## config.mk

```make
export PLATFORM = sky130hd
export DESIGN_NAME = mlas_seq
export DESIGN_NICKNAME = d
export VERILOG_FILES = /design/src/design/mlas_pkg.sv /design/src/design/mlas_seq.sv
export SDC_FILE = /design/constraint.sdc
export NUM_CORES = 1
export LEC_CHECK = 0
export BUFFER_PORTS_ARGS = -buffer_cell sky130_fd_sc_hd__clkbuf_2
export CAP_MARGIN = 0
export CORE_MARGIN = 2
export CORE_UTILIZATION = 43
export DETAILED_ROUTE_END_ITERATION = 10
export GPL_ROUTABILITY_DRIVEN = 0
export PLACE_DENSITY = 0.79
export REMOVE_ABC_BUFFERS = 1
export SETUP_SLACK_MARGIN = 0.2
export SLEW_MARGIN = 15
export SYNTH_ARGS = -nofsm -noshare
export SYNTH_HDL_FRONTEND = slang
export SYNTH_SLANG_ARGS = --single-unit
```

## constraint.sdc

```tcl
create_clock -name clk -period 2.7 [get_ports clk]
set_clock_uncertainty 0.2 [all_clocks]
set_input_delay 0.135 -clock clk [delete_from_list [all_inputs] [get_ports clk]]
set_output_delay 0.135 -clock clk [all_outputs]
set_load 0.1 [all_outputs]
```

## src/design/mlas_pkg.sv

```systemverilog
// Shared types, codes and the microprogram of the list append, search and remove core.
package mlas_pkg;

  // Field widths of the command and response words
  localparam int OP_W     = 2;
  localparam int OWNER_W  = 5;
  localparam int CAT_W    = 2;
  localparam int ITEM_W   = 16;
  localparam int POS_W    = 5;
  localparam int STATUS_W = 2;

  // Default sizing handed to the top level
  localparam int OWNERS_DEF     = 16;
  localparam int CATEGORIES_DEF = 4;
  localparam int SLOTS_DEF      = 16;
  localparam int VALUE_BITS_DEF = 16;

  // Command codes
  localparam logic [OP_W-1:0] OP_APPEND = 2'd0;
  localparam logic [OP_W-1:0] OP_FIND   = 2'd1;
  localparam logic [OP_W-1:0] OP_REMOVE = 2'd2;

  // Status codes
  localparam logic [STATUS_W-1:0] STATUS_OK   = 2'd0;
  localparam logic [STATUS_W-1:0] STATUS_FULL = 2'd1;
  localparam logic [STATUS_W-1:0] STATUS_MISS = 2'd2;

  localparam logic [POS_W-1:0] NO_POS = 5'h1F;

  // Microprogram step addresses
  localparam int STEP_W = 5;
  localparam logic [STEP_W-1:0] S_CLEAR    = 5'd0;
  localparam logic [STEP_W-1:0] S_IDLE     = 5'd1;
  localparam logic [STEP_W-1:0] S_LREAD    = 5'd2;
  localparam logic [STEP_W-1:0] S_COUNT    = 5'd3;
  localparam logic [STEP_W-1:0] S_DISPATCH = 5'd4;
  localparam logic [STEP_W-1:0] S_APPEND   = 5'd5;
  localparam logic [STEP_W-1:0] S_APP_WR   = 5'd6;
  localparam logic [STEP_W-1:0] S_FULL     = 5'd7;
  localparam logic [STEP_W-1:0] S_F_INIT   = 5'd8;
  localparam logic [STEP_W-1:0] S_F_PRIME  = 5'd9;
  localparam logic [STEP_W-1:0] S_F_LOOP   = 5'd10;
  localparam logic [STEP_W-1:0] S_F_END    = 5'd11;
  localparam logic [STEP_W-1:0] S_FOUND    = 5'd12;
  localparam logic [STEP_W-1:0] S_RM_INIT  = 5'd13;
  localparam logic [STEP_W-1:0] S_RM_PRIME = 5'd14;
  localparam logic [STEP_W-1:0] S_RM_LOOP  = 5'd15;
  localparam logic [STEP_W-1:0] S_RM_END   = 5'd16;
  localparam logic [STEP_W-1:0] S_DONE     = 5'd17;

  typedef enum logic [2:0] {
    IDX_HOLD,
    IDX_ZERO,
    IDX_INC,
    IDX_INC_NT,
    IDX_POS_P1
  } idx_op_t;

  typedef enum logic [1:0] {
    LEN_ZERO,
    LEN_INC,
    LEN_DEC
  } len_op_t;

  typedef enum logic [1:0] {
    ST_KEEP,
    ST_OK,
    ST_FULL
  } st_op_t;

  typedef enum logic {
    WS_APPEND,
    WS_SHIFT
  } wsel_t;

  typedef enum logic [3:0] {
    C_ALWAYS,
    C_IN_FIRE,
    C_LAST_LIST,
    C_FULL,
    C_CNT_ZERO,
    C_IDX_EQ_CNT,
    C_STOP,
    C_HIT,
    C_OUT_FREE
  } cond_t;

  typedef enum logic {
    NXT_BRANCH,
    NXT_DISPATCH
  } nxt_t;

  // One control word of the microprogram
  typedef struct packed {
    logic              in_ready;
    logic              cnt_load;
    logic              store_we;
    wsel_t             wsel;
    logic              len_we;
    len_op_t           len_op;
    idx_op_t           idx_op;
    logic              hit_cap;
    st_op_t            st_op;
    logic              fpos_set;
    logic              out_load;
    cond_t             cond;
    nxt_t              mode;
    logic [STEP_W-1:0] tgt_t;
    logic [STEP_W-1:0] tgt_f;
  } ctl_t;

  // Datapath flags seen by the sequencer
  typedef struct packed {
    logic            cmd_valid;
    logic            out_free;
    logic            last_list;
    logic            full;
    logic            cnt_zero;
    logic            idx_eq_cnt;
    logic            stop;
    logic            hit;
    logic [OP_W-1:0] op;
    logic            cmd_ok;
    logic            rm_ok;
  } flags_t;

  function automatic ctl_t ucode(input logic [STEP_W-1:0] step);
    ctl_t c;
    c        = '0;
    c.cond   = C_ALWAYS;
    c.mode   = NXT_BRANCH;
    c.tgt_t  = S_IDLE;
    c.tgt_f  = S_IDLE;
    case (step)
      S_CLEAR: begin
        c.len_we = 1'b1;
        c.len_op = LEN_ZERO;
        c.idx_op = IDX_INC;
        c.cond   = C_LAST_LIST;
        c.tgt_t  = S_IDLE;
        c.tgt_f  = S_CLEAR;
      end
      S_IDLE: begin
        c.in_ready = 1'b1;
        c.cond     = C_IN_FIRE;
        c.tgt_t    = S_LREAD;
        c.tgt_f    = S_IDLE;
      end
      S_LREAD: begin
        c.tgt_t = S_COUNT;
      end
      S_COUNT: begin
        c.cnt_load = 1'b1;
        c.tgt_t    = S_DISPATCH;
      end
      S_DISPATCH: begin
        c.mode = NXT_DISPATCH;
      end
      S_APPEND: begin
        c.cond  = C_FULL;
        c.tgt_t = S_FULL;
        c.tgt_f = S_APP_WR;
      end
      S_APP_WR: begin
        c.store_we = 1'b1;
        c.wsel     = WS_APPEND;
        c.len_we   = 1'b1;
        c.len_op   = LEN_INC;
        c.tgt_t    = S_DONE;
      end
      S_FULL: begin
        c.st_op = ST_FULL;
        c.tgt_t = S_DONE;
      end
      S_F_INIT: begin
        c.idx_op = IDX_ZERO;
        c.cond   = C_CNT_ZERO;
        c.tgt_t  = S_DONE;
        c.tgt_f  = S_F_PRIME;
      end
      S_F_PRIME: begin
        c.idx_op = IDX_INC;
        c.tgt_t  = S_F_LOOP;
      end
      S_F_LOOP: begin
        c.hit_cap = 1'b1;
        c.idx_op  = IDX_INC_NT;
        c.cond    = C_STOP;
        c.tgt_t   = S_F_END;
        c.tgt_f   = S_F_LOOP;
      end
      S_F_END: begin
        c.cond  = C_HIT;
        c.tgt_t = S_FOUND;
        c.tgt_f = S_DONE;
      end
      S_FOUND: begin
        c.st_op    = ST_OK;
        c.fpos_set = 1'b1;
        c.tgt_t    = S_DONE;
      end
      S_RM_INIT: begin
        c.idx_op = IDX_POS_P1;
        c.tgt_t  = S_RM_PRIME;
      end
      S_RM_PRIME: begin
        c.idx_op = IDX_INC_NT;
        c.cond   = C_IDX_EQ_CNT;
        c.tgt_t  = S_RM_END;
        c.tgt_f  = S_RM_LOOP;
      end
      S_RM_LOOP: begin
        c.store_we = 1'b1;
        c.wsel     = WS_SHIFT;
        c.idx_op   = IDX_INC_NT;
        c.cond     = C_IDX_EQ_CNT;
        c.tgt_t    = S_RM_END;
        c.tgt_f    = S_RM_LOOP;
      end
      S_RM_END: begin
        c.len_we = 1'b1;
        c.len_op = LEN_DEC;
        c.st_op  = ST_OK;
        c.tgt_t  = S_DONE;
      end
      S_DONE: begin
        c.out_load = 1'b1;
        c.cond     = C_OUT_FREE;
        c.tgt_t    = S_IDLE;
        c.tgt_f    = S_DONE;
      end
      default: begin
        c.tgt_t = S_IDLE;
      end
    endcase
    return c;
  endfunction

endpackage

```

## src/design/mlas_seq.sv

```systemverilog
// Microcode sequencer: step counter, control store and branch logic.
module mlas_seq (
  input  logic                         clk,
  input  logic                         rst,
  input  mlas_pkg::flags_t             flags,
  output mlas_pkg::ctl_t               ctl,
  output logic                         taken,
  output logic [mlas_pkg::STEP_W-1:0]  upc
);
  import mlas_pkg::*;

  logic [STEP_W-1:0] upc_next;
  logic [STEP_W-1:0] disp_tgt;

  always_comb ctl = ucode(upc);

  always_comb begin
    case (ctl.cond)
      C_ALWAYS:     taken = 1'b1;
      C_IN_FIRE:    taken = flags.cmd_valid;
      C_LAST_LIST:  taken = flags.last_list;
      C_FULL:       taken = flags.full;
      C_CNT_ZERO:   taken = flags.cnt_zero;
      C_IDX_EQ_CNT: taken = flags.idx_eq_cnt;
      C_STOP:       taken = flags.stop;
      C_HIT:        taken = flags.hit;
      C_OUT_FREE:   taken = flags.out_free;
      default:      taken = 1'b1;
    endcase
  end

  // Jump by command; bad owner, category, op or remove position goes to the answer
  always_comb begin
    if (!flags.cmd_ok) begin
      disp_tgt = S_DONE;
    end else begin
      case (flags.op)
        OP_APPEND: disp_tgt = S_APPEND;
        OP_FIND:   disp_tgt = S_F_INIT;
        OP_REMOVE: disp_tgt = flags.rm_ok ? S_RM_INIT : S_DONE;
        default:   disp_tgt = S_DONE;
      endcase
    end
  end

  always_comb begin
    if (ctl.mode == NXT_DISPATCH) begin
      upc_next = disp_tgt;
    end else begin
      upc_next = taken ? ctl.tgt_t : ctl.tgt_f;
    end
  end

  always_ff @(posedge clk) begin
    if (rst) begin
      upc <= S_CLEAR;
    end else begin
      upc <= upc_next;
    end
  end

endmodule

```

==> out/metrics.cfg <==
[routing]
drt_iter0_drc=54
drt_wl_total_mm=2.590
drc=0
vias=1123
drt-pass1-iter-count=4
routed_via_density=5.478
wl_per_cell_um=12.63
ant_nets=0

[worst_setup_path]
critical-path-top-delay-family=compound AO/OA/AOI/OAI gates
cp_slowest_cell=dfxtp_2
endpoint_kind=output pin
critPathMaxFanout=14
crit_cells=7
cp.required_ns=2.37
worst_setup_path_start_kind=register
r2r_cells=7
slowest_delay_ns=0.38
crit_buf_inv=3
crit_arrival_ns=2.05
worstPathCellList=o21ba_1 -> mux2_2 -> o211a_1 -> nor4_4 -> buf_6 -> inv_1 -> buf_12
crit_type=reg -> out

[placement]
dp_hpwl_mm=2.030
numPortBuffers=49

[finish]
final_cell_mix=46 x clkbuf_2, 17 x nor2_1, 15 x nand2_1
n_antenna_cell=0
final_nets=195
drive_above_1_share=0.4222
regMostFlops=upc
synthToLayoutAreaGrowth_pct=46.26
fin_util=0.6794
layout_commonest_cell=clkbuf_2
largestRegisters=upc (5)
largest_reg_flops=5

[sta]
timing.final.crit_share=0.8846
drv_slew=0
rsz0062_at_grt=no
holdWs_ns=0.02847
slew_headroom=0.6348
hold_viol=0
worstMarginPinSlew_ns=0.5501
finalSetupViolCount=0
fmax_mhz=418.7
post-route-min-period_ns=2.388

[clock_tree]
h-tree-depth=1
clock_path_buffers=2
numClockSinks=5
cts-root-buf=clkbuf_4
cts-buffers-inserted=3
clk-insertion-delay-late_ns=0.26
cts_tree=done
clkTransAtPathRegs_ns=0.05

[floorplan]
die_w_um=47.66
io_pins=50
dieArea_mm2=0.002271
initial_core_util=0.4645
core-area_mm2=0.001764
die-height_um=47.66
rows=15

[global_route]
grt_max_degree=19
gr-total-overflow=0
grt_pass1_vias=893
grt_pass1_wl_mm=3.781
grt_antenna_before_repair=0
gr-usage-all-layers=0.2357

[job]
maxCapViolations=0

[synthesis]
syn_area_per_cell_um2=6.403
synth-seq-cells=5
synth_top_area_cell=dfxtp_1
synth_seq_area_share=0.1221
synthesis.area_um2=819.5
yosys_warnings=0
synthArstFlopShare=0
synth_top_area_frac=0.1221
netlist_top_cells_area=dfxtp_1 12%, nand2b_1 9.2%, nor2_1 7.8%, nand2_1 6.9%, mux2i_1 6.1%
synth-main-ff-cell=dfxtp_1
yosysUniqueCellTypes=40
syn_inst=128
synth-edff-count=0

[status]
status=completed

[hold_path]
hold_class=in -> reg
holdPathStages=3

through the flow:
step           worst slack (ns)  area [um2]  setup TNS, ns  instances
6_report                 0.3117        1199              0        205
3_5_place_dp             0.3516        1124              0        199
5_1_grt                  0.1998        1199              0        205
3_3_place_gp             0.4001        1124              0        199
2_1_floorplan            -3.093       767.0         -42.77        117
4_1_cts                  0.2404        1176              0        205
synth_stat cells, drive strengths merged, types with 4 or more instances:
library cell,count
mux2i,5
nor2b,6
buf,5
nand2b,12
nor3,8
dfxtp,5
nand2,15
or2,4
nor2,17
nor4,4
o21ai,4
clkbuf,6
a21oi,9
final timing paths:
check / startpoint / end / slack [ns]
setup / recovery: upc[2] / taken / 0.31
hold / removal: flags[3] / upc[4] / 0.03
setup reg to reg: upc[2] / upc[0] / 0.53
hold reg to reg: upc[4] / upc[4] / 0.58
cells by family (layout without fill, tap and decap cells):
group	count (synthesis)	in the layout	synth area share
AND/OR/NAND/NOR	80	80	0.5389
AO/OA/AOI/OAI	23	23	0.1802
buffers and inverters	13	65	0.07327
multiplexers	6	6	0.07481
flip-flops	5	5	0.1221
XOR/XNOR	1	1	0.01069
worst min-delay path, delay by kind of cell:
| family | cells | cell delay [ns] |
|---|---|---|
| AND/OR/NAND/NOR | 1 | 0.06 |
| AO/OA/AOI/OAI | 1 | 0.14 |
| buffers and inverters | 1 | 0.11 |
timing repair:
action / in CTS / in global routing
pin swaps: 0 / 1
endpoints found under the hold margin: 3 / 0
gates resized for setup: 4 / 9
hold buffers: 2 / 0
setup buffers: 0 / 0
endpoints found under the setup margin: 1 / 1
cell type report:
cell class / count / area, um2
well taps: 25 / 31.28
repair buffers: 59 / 349.1
clock inverters: 1 / 5.005
inverters: 2 / 7.507
multi-input cells: 110 / 666.9
flip-flops and latches: 5 / 116.4
clock buffers: 3 / 22.52
fillers: 173 / 565.5
routing by layer:
metal | GRT usage | share of wire | up-vias | routed length, um
met5 | 0 | 0 | - | 0
li1 | - | - | 559 | -
met1 | 0.3266 | 0.44 | 502 | 1152
met2 | 0.3622 | 0.47 | 57 | 1213
met3 | 0.02642 | 0.068 | 5 | 177
met4 | 0.1135 | 0.018 | 0 | 46
Power is not shown: default switching activity piles up to over one toggle a cycle in this logic, so the estimate is an artifact.
